$ cat config.mk
export PLATFORM = sky130hd
export DESIGN_NAME = multi_channel_watchdog_core
export DESIGN_NICKNAME = d
export VERILOG_FILES = /design/src/sv/mcwd_pkg.sv /design/src/sv/mcwd_cfg.sv /design/src/sv/multi_channel_watchdog_core.sv
export VERILOG_INCLUDE_DIRS = /design/src /design/src/sv
export SDC_FILE = /design/constraint.sdc
export NUM_CORES = 1
export LEC_CHECK = 0
export ABC_AREA = 1
export BUFFER_PORTS_ARGS = -buffer_cell sky130_fd_sc_hd__buf_2
export CORE_MARGIN = 2
export CORE_UTILIZATION = 38
export DETAILED_ROUTE_END_ITERATION = 10
export PLACE_DENSITY = 0.54
export SETUP_SLACK_MARGIN = 0.3
export SLEW_MARGIN = 20
export SYNTH_ARGS = -nofsm -noshare
export SYNTH_HDL_FRONTEND = slang
export SYNTH_SLANG_ARGS = --single-unit
export TNS_END_PERCENT = 1
$ cat constraint.sdc
create_clock -name clk -period 8.4 [get_ports clk]
set_clock_uncertainty 0.05 [all_clocks]
set_input_delay 1.26 -clock clk [delete_from_list [all_inputs] [get_ports clk]]
set_output_delay 1.26 -clock clk [all_outputs]
set_load 0.02 [all_outputs]
$ cat src/sv/multi_channel_watchdog_core_assert.svh
// Assertion helpers for the watchdog core. Each use expects clk and rst_n in scope.
`ifndef MULTI_CHANNEL_WATCHDOG_CORE_ASSERT_SVH
`define MULTI_CHANNEL_WATCHDOG_CORE_ASSERT_SVH

// Same-cycle implication.
`define MCWD_ASSERT_IMP(lbl, ante, cons, msg) \
    lbl: assert property (@(posedge clk) disable iff (!rst_n) (ante) |-> (cons)) \
        else $error(msg);

// Next-cycle implication.
`define MCWD_ASSERT_NXT(lbl, ante, cons, msg) \
    lbl: assert property (@(posedge clk) disable iff (!rst_n) (ante) |=> (cons)) \
        else $error(msg);

`endif

$ cat src/sv/mcwd_pkg.sv
`default_nettype none

package mcwd_pkg;

    localparam int TMO_W = 17;

    // Request codes
    localparam logic [2:0] REQ_TICK    = 3'd0;
    localparam logic [2:0] REQ_OPEN    = 3'd1;
    localparam logic [2:0] REQ_WRITE   = 3'd2;
    localparam logic [2:0] REQ_FEED    = 3'd3;
    localparam logic [2:0] REQ_SET_TMO = 3'd4;
    localparam logic [2:0] REQ_STATUS  = 3'd5;
    localparam logic [2:0] REQ_RELEASE = 3'd6;
    localparam logic [2:0] REQ_DOWN    = 3'd7;

    // Status codes
    localparam logic [1:0] ST_OK       = 2'd0;
    localparam logic [1:0] ST_NO_FREE  = 2'd1;
    localparam logic [1:0] ST_RANGE    = 2'd2;
    localparam logic [1:0] ST_NOT_OPEN = 2'd3;

    // Configuration register indexes
    localparam logic [1:0] CFG_DEFAULT_TMO = 2'd0;
    localparam logic [1:0] CFG_NO_WAY_OUT  = 2'd1;
    localparam logic [1:0] CFG_SUPP_RST    = 2'd2;
    localparam logic [1:0] CFG_SIG_EXPIRE  = 2'd3;

    localparam logic [TMO_W-1:0] TMO_FALLBACK = 17'd5;
    localparam logic [TMO_W-1:0] TMO_MAX      = 17'd65536;
    localparam logic [7:0]       MAGIC_BYTE   = 8'h56;
    localparam logic [4:0]       MAX_REPORTS  = 5'd16;

    typedef struct packed {
        logic [2:0]       req_type;
        logic [3:0]       channel;
        logic [TMO_W-1:0] new_timeout;
        logic [7:0]       data_byte;
        logic             byte_valid;
    } req_t;

    typedef struct packed {
        logic [1:0]       status;
        logic [3:0]       result_channel;
        logic             channel_dead;
        logic [TMO_W-1:0] timeout_value;
        logic             expired;
        logic             signal_owner;
        logic             restart_request;
        logic             last;
    } rsp_t;

    typedef struct packed {
        logic [TMO_W-1:0] open_tmo;
        logic             no_way_out;
        logic             suppress_restart;
        logic             signal_on_expire;
    } cfg_t;

    function automatic logic tmo_ok(input logic [TMO_W-1:0] t);
        return (t != '0) && (t <= TMO_MAX);
    endfunction

endpackage

`default_nettype wire

$ cat src/sv/mcwd_cfg.sv
`default_nettype none

module mcwd_cfg (
    input  wire logic                clk,
    input  wire logic                rst_n,
    input  wire logic                wr_en,
    input  wire logic [1:0]          wr_index,
    input  wire logic [16:0]         wr_data,
    output mcwd_pkg::cfg_t           cfg
);
    import mcwd_pkg::*;

    logic [TMO_W-1:0] def_tmo_reg;
    logic             nwo_reg;
    logic             supp_reg;
    logic             sig_reg;

    always_ff @(posedge clk or negedge rst_n)
    begin
        if (!rst_n)
        begin
            def_tmo_reg <= TMO_FALLBACK;
            nwo_reg     <= 1'b0;
            supp_reg    <= 1'b0;
            sig_reg     <= 1'b0;
        end
        else if (wr_en)
        begin
            unique case (wr_index)
                CFG_DEFAULT_TMO: def_tmo_reg <= wr_data;
                CFG_NO_WAY_OUT:  nwo_reg     <= wr_data[0];
                CFG_SUPP_RST:    supp_reg    <= wr_data[0];
                CFG_SIG_EXPIRE:  sig_reg     <= wr_data[0];
                default:         nwo_reg     <= nwo_reg;
            endcase
        end
    end

    // Fall back to the safe timeout when the default is out of range.
    always_comb
    begin
        cfg.open_tmo         = tmo_ok(def_tmo_reg) ? def_tmo_reg : TMO_FALLBACK;
        cfg.no_way_out       = nwo_reg;
        cfg.suppress_restart = supp_reg;
        cfg.signal_on_expire = sig_reg;
    end

endmodule

`default_nettype wire

$ cat src/sv/multi_channel_watchdog_core.sv
// Channel | Signals                              | Word
// request | req_valid, req_stall, req            | req_t, one command or tick
// result  | rsp_valid, rsp_stall, rsp            | rsp_t, one result
// config  | cfg_valid, cfg_ready, cfg_index/data | register write, always ready
//
// Tick: the walk over the timer memory, one entry a cycle while the walk is not held,
//       then the hand-off of the final expiry word when a channel expires.
// Open: the search over the in-use flags from the allocation pointer, then the hand-off.
// Other commands: update from the entry read at accept, then hand-off (Down has no read).
// Reset clears all channel flags and the allocation pointer; timer memory needs no clear.
// A stalled result side holds the final word in hand-off, and holds the walk only when a
// second expiry must be handed over.
`default_nettype none

module multi_channel_watchdog_core #(
    parameter int NUM_CHANNELS = 16
) (
    input  wire logic         clk,
    input  wire logic         rst_n,
    input  wire logic         req_valid,
    output logic              req_stall,
    input  wire mcwd_pkg::req_t req,
    output logic              rsp_valid,
    input  wire logic         rsp_stall,
    output mcwd_pkg::rsp_t    rsp,
    input  wire logic         cfg_valid,
    output logic              cfg_ready,
    input  wire logic [1:0]   cfg_index,
    input  wire logic [16:0]  cfg_data
);
    import mcwd_pkg::*;

    localparam int IW = (NUM_CHANNELS > 1) ? $clog2(NUM_CHANNELS) : 1;
    localparam int CW = IW + 1;

    typedef enum logic [4:0] {
        S_IDLE  = 5'b00001,
        S_TICK  = 5'b00010,
        S_OPEN  = 5'b00100,
        S_CMD   = 5'b01000,
        S_FLUSH = 5'b10000
    } state_t;

    function automatic logic [3:0] chan4(input logic [IW-1:0] idx);
        logic [IW+3:0] ext;
        ext = {4'b0, idx};
        return ext[3:0];
    endfunction

    function automatic logic [IW-1:0] wrap_inc(input logic [IW-1:0] idx);
        return (idx == IW'(NUM_CHANNELS - 1)) ? '0 : idx + 1'b1;
    endfunction

    cfg_t cfg;

    state_t state_reg, state_next;
    logic [NUM_CHANNELS-1:0] in_use_reg, in_use_next;
    logic [NUM_CHANNELS-1:0] dead_reg, dead_next;
    logic [NUM_CHANNELS-1:0] orphan_reg, orphan_next;
    logic [NUM_CHANNELS-1:0] armed_reg, armed_next;
    logic [IW-1:0] next_slot_reg, next_slot_next;

    req_t req_reg, req_next;
    rsp_t pend_reg, pend_next;
    logic pend_vld_reg, pend_vld_next;
    rsp_t rsp_reg, rsp_next;
    logic rsp_vld_reg, rsp_vld_next;

    logic [CW-1:0] iss_reg, iss_next;
    logic [IW-1:0] p_idx_reg, p_idx_next;
    logic          p_vld_reg, p_vld_next;
    logic [4:0]    rep_cnt_reg, rep_cnt_next;
    logic [IW-1:0] srch_idx_reg, srch_idx_next;
    logic [CW-1:0] srch_cnt_reg, srch_cnt_next;

    logic [TMO_W-1:0] tmo_mem [NUM_CHANNELS];
    logic [TMO_W-1:0] rem_mem [NUM_CHANNELS];
    logic [TMO_W-1:0] rd_tmo_reg, rd_rem_reg;
    logic             rd_en;
    logic [IW-1:0]    rd_addr;
    logic             tmo_we, rem_we;
    logic [IW-1:0]    tmo_waddr, rem_waddr;
    logic [TMO_W-1:0] tmo_wdata, rem_wdata;

    logic             accept;
    logic             rsp_free;
    logic             live, hit, report, hold_walk;
    logic [TMO_W-1:0] dec;
    logic [IW-1:0]    ci;
    logic [IW+3:0]    chn_ext;
    logic [IW+3:0]    req_chn_ext;
    logic             chn_in_range, chn_open;

    mcwd_cfg u_cfg (
        .clk      (clk),
        .rst_n    (rst_n),
        .wr_en    (cfg_valid && cfg_ready),
        .wr_index (cfg_index),
        .wr_data  (cfg_data),
        .cfg      (cfg)
    );

    assign cfg_ready = 1'b1;
    assign req_stall = (state_reg != S_IDLE);
    assign accept    = req_valid && !req_stall;
    assign rsp_valid = rsp_vld_reg;
    assign rsp       = rsp_reg;
    assign rsp_free  = !rsp_vld_reg || !rsp_stall;

    assign chn_ext      = {{IW{1'b0}}, req_reg.channel};
    assign req_chn_ext  = {{IW{1'b0}}, req.channel};
    assign ci           = chn_ext[IW-1:0];
    assign chn_in_range = ({3'b0, req_reg.channel} < 7'(NUM_CHANNELS));
    assign chn_open     = chn_in_range && in_use_reg[ci] && !orphan_reg[ci];

    assign live      = p_vld_reg && in_use_reg[p_idx_reg] && !dead_reg[p_idx_reg];
    assign dec       = rd_rem_reg - TMO_W'(rd_rem_reg != '0);
    assign hit       = live && (dec == '0);
    assign report    = hit && (rep_cnt_reg < MAX_REPORTS);
    assign hold_walk = report && pend_vld_reg && !rsp_free;

    always_comb
    begin
        state_next     = state_reg;
        in_use_next    = in_use_reg;
        dead_next      = dead_reg;
        orphan_next    = orphan_reg;
        armed_next     = armed_reg;
        next_slot_next = next_slot_reg;
        req_next       = req_reg;
        pend_next      = pend_reg;
        pend_vld_next  = pend_vld_reg;
        rsp_next       = rsp_reg;
        rsp_vld_next   = rsp_vld_reg && rsp_stall;
        iss_next       = iss_reg;
        p_idx_next     = p_idx_reg;
        p_vld_next     = p_vld_reg;
        rep_cnt_next   = rep_cnt_reg;
        srch_idx_next  = srch_idx_reg;
        srch_cnt_next  = srch_cnt_reg;
        rd_en          = 1'b0;
        rd_addr        = '0;
        tmo_we         = 1'b0;
        tmo_waddr      = '0;
        tmo_wdata      = '0;
        rem_we         = 1'b0;
        rem_waddr      = '0;
        rem_wdata      = '0;

        unique case (state_reg)
            S_IDLE:
            begin
                if (accept)
                begin
                    req_next = req;
                    unique case (req.req_type)
                        REQ_TICK:
                        begin
                            rd_en        = 1'b1;
                            rd_addr      = '0;
                            iss_next     = CW'(1);
                            p_idx_next   = '0;
                            p_vld_next   = 1'b1;
                            rep_cnt_next = '0;
                            state_next   = S_TICK;
                        end
                        REQ_OPEN:
                        begin
                            srch_idx_next = next_slot_reg;
                            srch_cnt_next = '0;
                            state_next    = S_OPEN;
                        end
                        REQ_DOWN:
                        begin
                            dead_next                 = dead_reg | in_use_reg;
                            pend_next                 = '0;
                            pend_next.status          = ST_OK;
                            pend_next.channel_dead    = 1'b1;
                            pend_vld_next             = 1'b1;
                            state_next                = S_FLUSH;
                        end
                        default:
                        begin
                            rd_en      = 1'b1;
                            rd_addr    = req_chn_ext[IW-1:0];
                            state_next = S_CMD;
                        end
                    endcase
                end
            end

            S_TICK:
            begin
                if (p_vld_reg)
                begin
                    if (!hold_walk)
                    begin
                        if (live)
                        begin
                            rem_we    = 1'b1;
                            rem_waddr = p_idx_reg;
                            rem_wdata = dec;
                        end
                        if (hit)
                        begin
                            dead_next[p_idx_reg] = 1'b1;
                        end
                        if (report)
                        begin
                            // hand the earlier expiry over, it is not the final one
                            if (pend_vld_reg)
                            begin
                                rsp_next      = pend_reg;
                                rsp_next.last = 1'b0;
                                rsp_vld_next  = 1'b1;
                            end
                            pend_next.status          = ST_OK;
                            pend_next.result_channel  = chan4(p_idx_reg);
                            pend_next.channel_dead    = 1'b1;
                            pend_next.timeout_value   = rd_tmo_reg;
                            pend_next.expired         = 1'b1;
                            pend_next.signal_owner    = cfg.signal_on_expire
                                                        && !orphan_reg[p_idx_reg];
                            pend_next.restart_request = !cfg.suppress_restart;
                            pend_next.last            = 1'b0;
                            pend_vld_next             = 1'b1;
                            rep_cnt_next              = rep_cnt_reg + 5'd1;
                        end
                        // advance the walk
                        if (iss_reg < CW'(NUM_CHANNELS))
                        begin
                            rd_en      = 1'b1;
                            rd_addr    = iss_reg[IW-1:0];
                            p_idx_next = iss_reg[IW-1:0];
                            iss_next   = iss_reg + 1'b1;
                        end
                        else
                        begin
                            p_vld_next = 1'b0;
                        end
                    end
                end
                else
                begin
                    state_next = pend_vld_reg ? S_FLUSH : S_IDLE;
                end
            end

            S_OPEN:
            begin
                if (!in_use_reg[srch_idx_reg])
                begin
                    in_use_next[srch_idx_reg] = 1'b1;
                    dead_next[srch_idx_reg]   = 1'b0;
                    orphan_next[srch_idx_reg] = 1'b0;
                    armed_next[srch_idx_reg]  = 1'b0;
                    tmo_we         = 1'b1;
                    tmo_waddr      = srch_idx_reg;
                    tmo_wdata      = cfg.open_tmo;
                    rem_we         = 1'b1;
                    rem_waddr      = srch_idx_reg;
                    rem_wdata      = cfg.open_tmo;
                    next_slot_next = wrap_inc(srch_idx_reg);
                    pend_next                = '0;
                    pend_next.status         = ST_OK;
                    pend_next.result_channel = chan4(srch_idx_reg);
                    pend_next.timeout_value  = cfg.open_tmo;
                    pend_vld_next            = 1'b1;
                    state_next               = S_FLUSH;
                end
                else if (srch_cnt_reg == CW'(NUM_CHANNELS - 1))
                begin
                    pend_next        = '0;
                    pend_next.status = ST_NO_FREE;
                    pend_vld_next    = 1'b1;
                    state_next       = S_FLUSH;
                end
                else
                begin
                    srch_idx_next = wrap_inc(srch_idx_reg);
                    srch_cnt_next = srch_cnt_reg + 1'b1;
                end
            end

            S_CMD:
            begin
                pend_next                = '0;
                pend_next.result_channel = req_reg.channel;
                pend_vld_next            = 1'b1;
                state_next               = S_FLUSH;
                if (!chn_open)
                begin
                    pend_next.status       = ST_NOT_OPEN;
                    pend_next.channel_dead = 1'b1;
                end
                else
                begin
                    pend_next.status        = ST_OK;
                    pend_next.channel_dead  = dead_reg[ci];
                    pend_next.timeout_value = rd_tmo_reg;
                    unique case (req_reg.req_type)
                        REQ_WRITE, REQ_FEED:
                        begin
                            if (req_reg.req_type == REQ_FEED || req_reg.byte_valid)
                            begin
                                if (!dead_reg[ci])
                                begin
                                    rem_we    = 1'b1;
                                    rem_waddr = ci;
                                    rem_wdata = rd_tmo_reg;
                                end
                                if (req_reg.req_type == REQ_WRITE && !cfg.no_way_out
                                    && req_reg.data_byte == MAGIC_BYTE)
                                begin
                                    armed_next[ci] = 1'b1;
                                end
                            end
                        end
                        REQ_SET_TMO:
                        begin
                            if (!tmo_ok(req_reg.new_timeout))
                            begin
                                pend_next.status = ST_RANGE;
                            end
                            else
                            begin
                                tmo_we    = 1'b1;
                                tmo_waddr = ci;
                                tmo_wdata = req_reg.new_timeout;
                                rem_we    = 1'b1;
                                rem_waddr = ci;
                                rem_wdata = req_reg.new_timeout;
                                pend_next.timeout_value = req_reg.new_timeout;
                            end
                        end
                        REQ_RELEASE:
                        begin
                            orphan_next[ci] = 1'b1;
                            if (armed_reg[ci] || dead_reg[ci])
                            begin
                                dead_next[ci]          = 1'b1;
                                in_use_next[ci]        = 1'b0;
                                pend_next.channel_dead = 1'b1;
                            end
                        end
                        default:
                        begin
                            pend_next.status = ST_OK;
                        end
                    endcase
                end
            end

            S_FLUSH:
            begin
                if (rsp_free)
                begin
                    rsp_next      = pend_reg;
                    rsp_next.last = 1'b1;
                    rsp_vld_next  = 1'b1;
                    pend_vld_next = 1'b0;
                    state_next    = S_IDLE;
                end
            end

            default:
            begin
                state_next = S_IDLE;
            end
        endcase
    end

    always_ff @(posedge clk or negedge rst_n)
    begin
        if (!rst_n)
        begin
            state_reg     <= S_IDLE;
            in_use_reg    <= '0;
            dead_reg      <= '0;
            orphan_reg    <= '0;
            armed_reg     <= '0;
            next_slot_reg <= '0;
            pend_vld_reg  <= 1'b0;
            rsp_vld_reg   <= 1'b0;
            iss_reg       <= '0;
            p_vld_reg     <= 1'b0;
            rep_cnt_reg   <= '0;
            srch_cnt_reg  <= '0;
        end
        else
        begin
            state_reg     <= state_next;
            in_use_reg    <= in_use_next;
            dead_reg      <= dead_next;
            orphan_reg    <= orphan_next;
            armed_reg     <= armed_next;
            next_slot_reg <= next_slot_next;
            pend_vld_reg  <= pend_vld_next;
            rsp_vld_reg   <= rsp_vld_next;
            iss_reg       <= iss_next;
            p_vld_reg     <= p_vld_next;
            rep_cnt_reg   <= rep_cnt_next;
            srch_cnt_reg  <= srch_cnt_next;
        end
    end

    always_ff @(posedge clk)
    begin
        req_reg      <= req_next;
        pend_reg     <= pend_next;
        rsp_reg      <= rsp_next;
        p_idx_reg    <= p_idx_next;
        srch_idx_reg <= srch_idx_next;
    end

    // Timer memories: one write port each, one shared registered read port.
    always_ff @(posedge clk)
    begin
        if (tmo_we)
        begin
            tmo_mem[tmo_waddr] <= tmo_wdata;
        end
        if (rem_we)
        begin
            rem_mem[rem_waddr] <= rem_wdata;
        end
        if (rd_en)
        begin
            rd_tmo_reg <= tmo_mem[rd_addr];
            rd_rem_reg <= rem_mem[rd_addr];
        end
    end

    `include "multi_channel_watchdog_core_assert.svh"

    `MCWD_ASSERT_IMP(a_orphan_freed_dead, 1'b1,
        (orphan_reg & ~in_use_reg & ~dead_reg) == '0, "freed orphan channel is not dead")
    `MCWD_ASSERT_IMP(a_idle_no_pending, state_reg == S_IDLE, !pend_vld_reg,
        "pending result left in idle")
    `MCWD_ASSERT_IMP(a_report_cap, 1'b1, rep_cnt_reg <= MAX_REPORTS,
        "expiry report count over limit")
    `MCWD_ASSERT_NXT(a_busy_after_cmd, accept && req.req_type != REQ_TICK, req_stall,
        "command accepted without going busy")
    `MCWD_ASSERT_IMP(a_expiry_word, rsp_vld_reg && rsp_reg.expired,
        rsp_reg.channel_dead && rsp_reg.status == ST_OK, "expiry word malformed")

endmodule

`default_nettype wire
==> results by group <==
Run status
  • Status: complete, no violations

Synthesis
  • #FFs+latches synth: 785
  • Mapped Cells: 3570
  • Area leader, netlist: edfxtp_1
  • Post-synth net total: 3639
  • Post-synth top cells: nand2_1, edfxtp_1, nand3_1
  • Synth top area cells: edfxtp_1, nand2_1, nand3_1
  • Most numerous cell in the Yosys netlist: nand2_1
  • Syn Area/Cell: 9.957 um2
  • Xor and xnor area share after synthesis: less than 1%
  • Async SR Flop Fraction: around 14%
  • Mapped cell area: 0.03555 mm2
  • Synth Area in Simple Gates: 22.58%
  • Main synth FF type: edfxtp_1
  • Sequential-to-total area share from yosys stat: between 60 and 70%
  • Netlist cell types: just under 50
  • Synth Area in Compound Gates: approximately 5.2%
  • Ys Warns: 0
  • EDFF count, synth: 674
  • Post-synthesis adder-cell area fraction: 0.4224%
  • Largest family of logic cells by synthesized area: simple AND/OR/NAND/NOR gates
  • Yosys top cell area share: 56.94%
  • Multiplexer area fraction after synthesis: 0.5069%

STA
  • Setup violators final: 0
  • Setup TNS: 0 ns
  • Peak Freq: 176.1 MHz
  • Final Hold Viols: 0
  • Relative slew slack: about a fifth
  • Unrepaired setup endpoints after global routing: no
  • Period utilization: 67.61%
  • Fin. max-slew vios: 0
  • Worst-Margin Slew: around 1.2 ns
  • Final worst path period need: 5.679 ns
  • Final Hold Slack: about 0.37 ns

Global route
  • Grt total ovfl: 0
  • Number of global-route vias before repair: approximately 25000
  • Tot GR Track Use: 22.07%
  • First-pass GRT wire length: 158.7 mm
  • Largest net degree at the start of global routing: 202
  • Antenna violations before repair: 2

Power
  • Lkg Pwr: 15.96 nW
  • Peak supply drop: around 0.16 mV
  • PD cells: ~270 mW/mm2

Worst setup path
  • CP arrival: 6.02 ns
  • CP Cell Sequence: nor2_1, nand2_1, nor2_1, nand4_1, ha_1, ha_1, nand2_1, nor2_1, nand3_1, nand2_1, nand3_1, nor2_1, nand2_1, nor2_1, nand2_1, nor2_1, nand3_1, nand3_1, nand2_2, buf_4, clkinv_1, buf_4, nand3_1, nand2_1
  • CP Max Fanout: 35
  • CP required: 8.74 ns
  • R2R setup slack: 2.72 ns
  • Worst setup SP type: register
  • Slowest CP cell: clkinv_1
  • CP peak stage delay: 0.96 ns
  • Setup crit end kind: register
  • Critical path type: register to register

Clock tree
  • Clock root buffer: clkbuf_16
  • Clk slew on worst S/H paths: about 0.06 ns
  • Cts repair resizes: 0
  • CTS Buf Count: 86
  • Longest Clk Path Bufs: 3
  • Htree depth: 3
  • # clock sinks: 785
  • CTS tree: built
  • Clock Latency Late Sink: 0.67 ns
  • # Post-CTS Setup Buffers: 0
  • Post-CTS Hold Fix Bufs: 0

Routing
  • DRC: 0
  • WL/cell: 21.44 um
  • Total number of vias: 26020
  • Iteration-0 DRC Markers: 2802
  • Final antenna-violating net count: 0
  • Vias per inst: 5.233
  • Routed Wire Length: 106.6 mm
  • DR pass1 iterations: 5

Placed design
  • PortBufs: 86
  • Final HPWL DP: around 64 mm
  • Area after DPL: 0.03756 mm2
  • Gpl congestion: 0.9349

Floorplanning
  • DIE WIDTH: ~310 um
  • Die Ht: ~310 um
  • Placeable Area: 0.09305 mm2
  • Initial Util: 38.20%
  • Row Count: 112
  • DIE AREA: about 0.096 mm2
  • Num ports: 88

Final layout
  • Layout cells sized above 1: 9.790%
  • Nets: 3714
  • Final Cell Area: between 0.04 and 0.05 mm2
  • Antenna diodes: 0
  • Final Core Density: 43.35%
  • Synth-to-Final Area Change: 13.47%

Run
  • Maxcap violations: 0

Min path
  • Worst hold path type: register to register
## power breakdown
group / total [mW] / switching, mW / internal (mW)
clock: 3.74 / 1.59 / 2.15
combinational: 2.07 / 1.50 / 0.569
sequential: 4.89 / 0.242 / 4.65
total: 10.7 / 3.33 / 7.36
## kinds of logic (layout without fill, tap and decap cells)
logic type               after synthesis  in the layout
buffers and inverters                566            714
XOR/XNOR                               3              3
flip-flops                           785            785
adder cells (fa/ha/maj)               12             12
other                                  1              1
AO/OA/AOI/OAI                        312            312
AND/OR/NAND/NOR                     1875           1875
multiplexers                          16             16
## cell type report
cell class	instances	area (um2)
inverter	391	1473
multi-input combinational	2219	10440
tap	1254	1569
clock inverter	48	405.4
sequential	785	23020
fill	8945	52710
clock buffer	113	2367
timing repair buffer	162	1066
## metrics by stage
| step | total power, mW | std cells | worst slack, ns |
|---|---|---|---|
| finish | 10.69 | 4972 | 2.721 |
| global route | 11.18 | 4972 | 2.204 |
| CTS | 10.75 | 4972 | 2.692 |
| detailed placement | 7.025 | 4811 | 2.701 |
| global placement | 7.017 | 4808 | 2.748 |
| floorplan | 6.258 | 3570 | 3.925 |
## cell usage in the layout, fill, tap and decap left out, types with 9 or more instances in the layout
cell type	n
clkbuf_16	89
o221ai_1	9
nor2_1	128
clkinv_2	10
o211ai_1	23
nor3_1	33
nor2_4	9
o21ai_1	9
o21ai_0	93
ha_1	12
nand4_1	21
nor2_2	35
o21bai_1	28
o22ai_1	44
clkbuf_1	19
buf_4	72
buf_2	85
edfxtp_1	674
mux2_2	16
nand3_1	607
dfrtp_1	108
clkinv_1	28
inv_1	383
nand2_1	1017
a21oi_1	73
a22oi_1	16
## worst paths after layout
| kind | start | end | depth (start not counted) |
|---|---|---|---|
| worst min register to register | pend_reg[19]$_DFFE_PP_ | rsp[19]$_DFFE_PP_ | 0 |
| worst max-delay path | rd_rem_reg[9]$_DFFE_PP_ | rd_rem_reg[3]$_DFFE_PP_ | 24 |
| worst min-delay path | pend_reg[19]$_DFFE_PP_ | rsp[19]$_DFFE_PP_ | 0 |
| max in group asynchronous | rst_n | iss_reg[2]$_DFFE_PN0P_ | 2 |
| min in group asynchronous | rst_n | armed_reg[8]$_DFFE_PN0P_ | 1 |
| worst max register to register | rd_rem_reg[9]$_DFFE_PP_ | rd_rem_reg[3]$_DFFE_PP_ | 24 |
## routing by layer
| metal | up-vias | track usage, % | routed length, um |
|---|---|---|---|
| met4 | 0 | 6.336 | 2731 |
| li1 | 12270 | - | - |
| met3 | 156 | 3.429 | 7805 |
| met5 | - | 0 | 0 |
| met2 | 950 | 34.40 | 48230 |
| met1 | 12640 | 31.91 | 47820 |
## worst max-delay path: cells and delay by family (launching register included)
family	cells	cell delay [ns]
and+or+nand+nor	19	2.24
DFF	1	0.46
adders and majority gates	2	0.56
buffers and inverters	3	2.08
No activity file was read; power rests on OpenSTA's default activity.
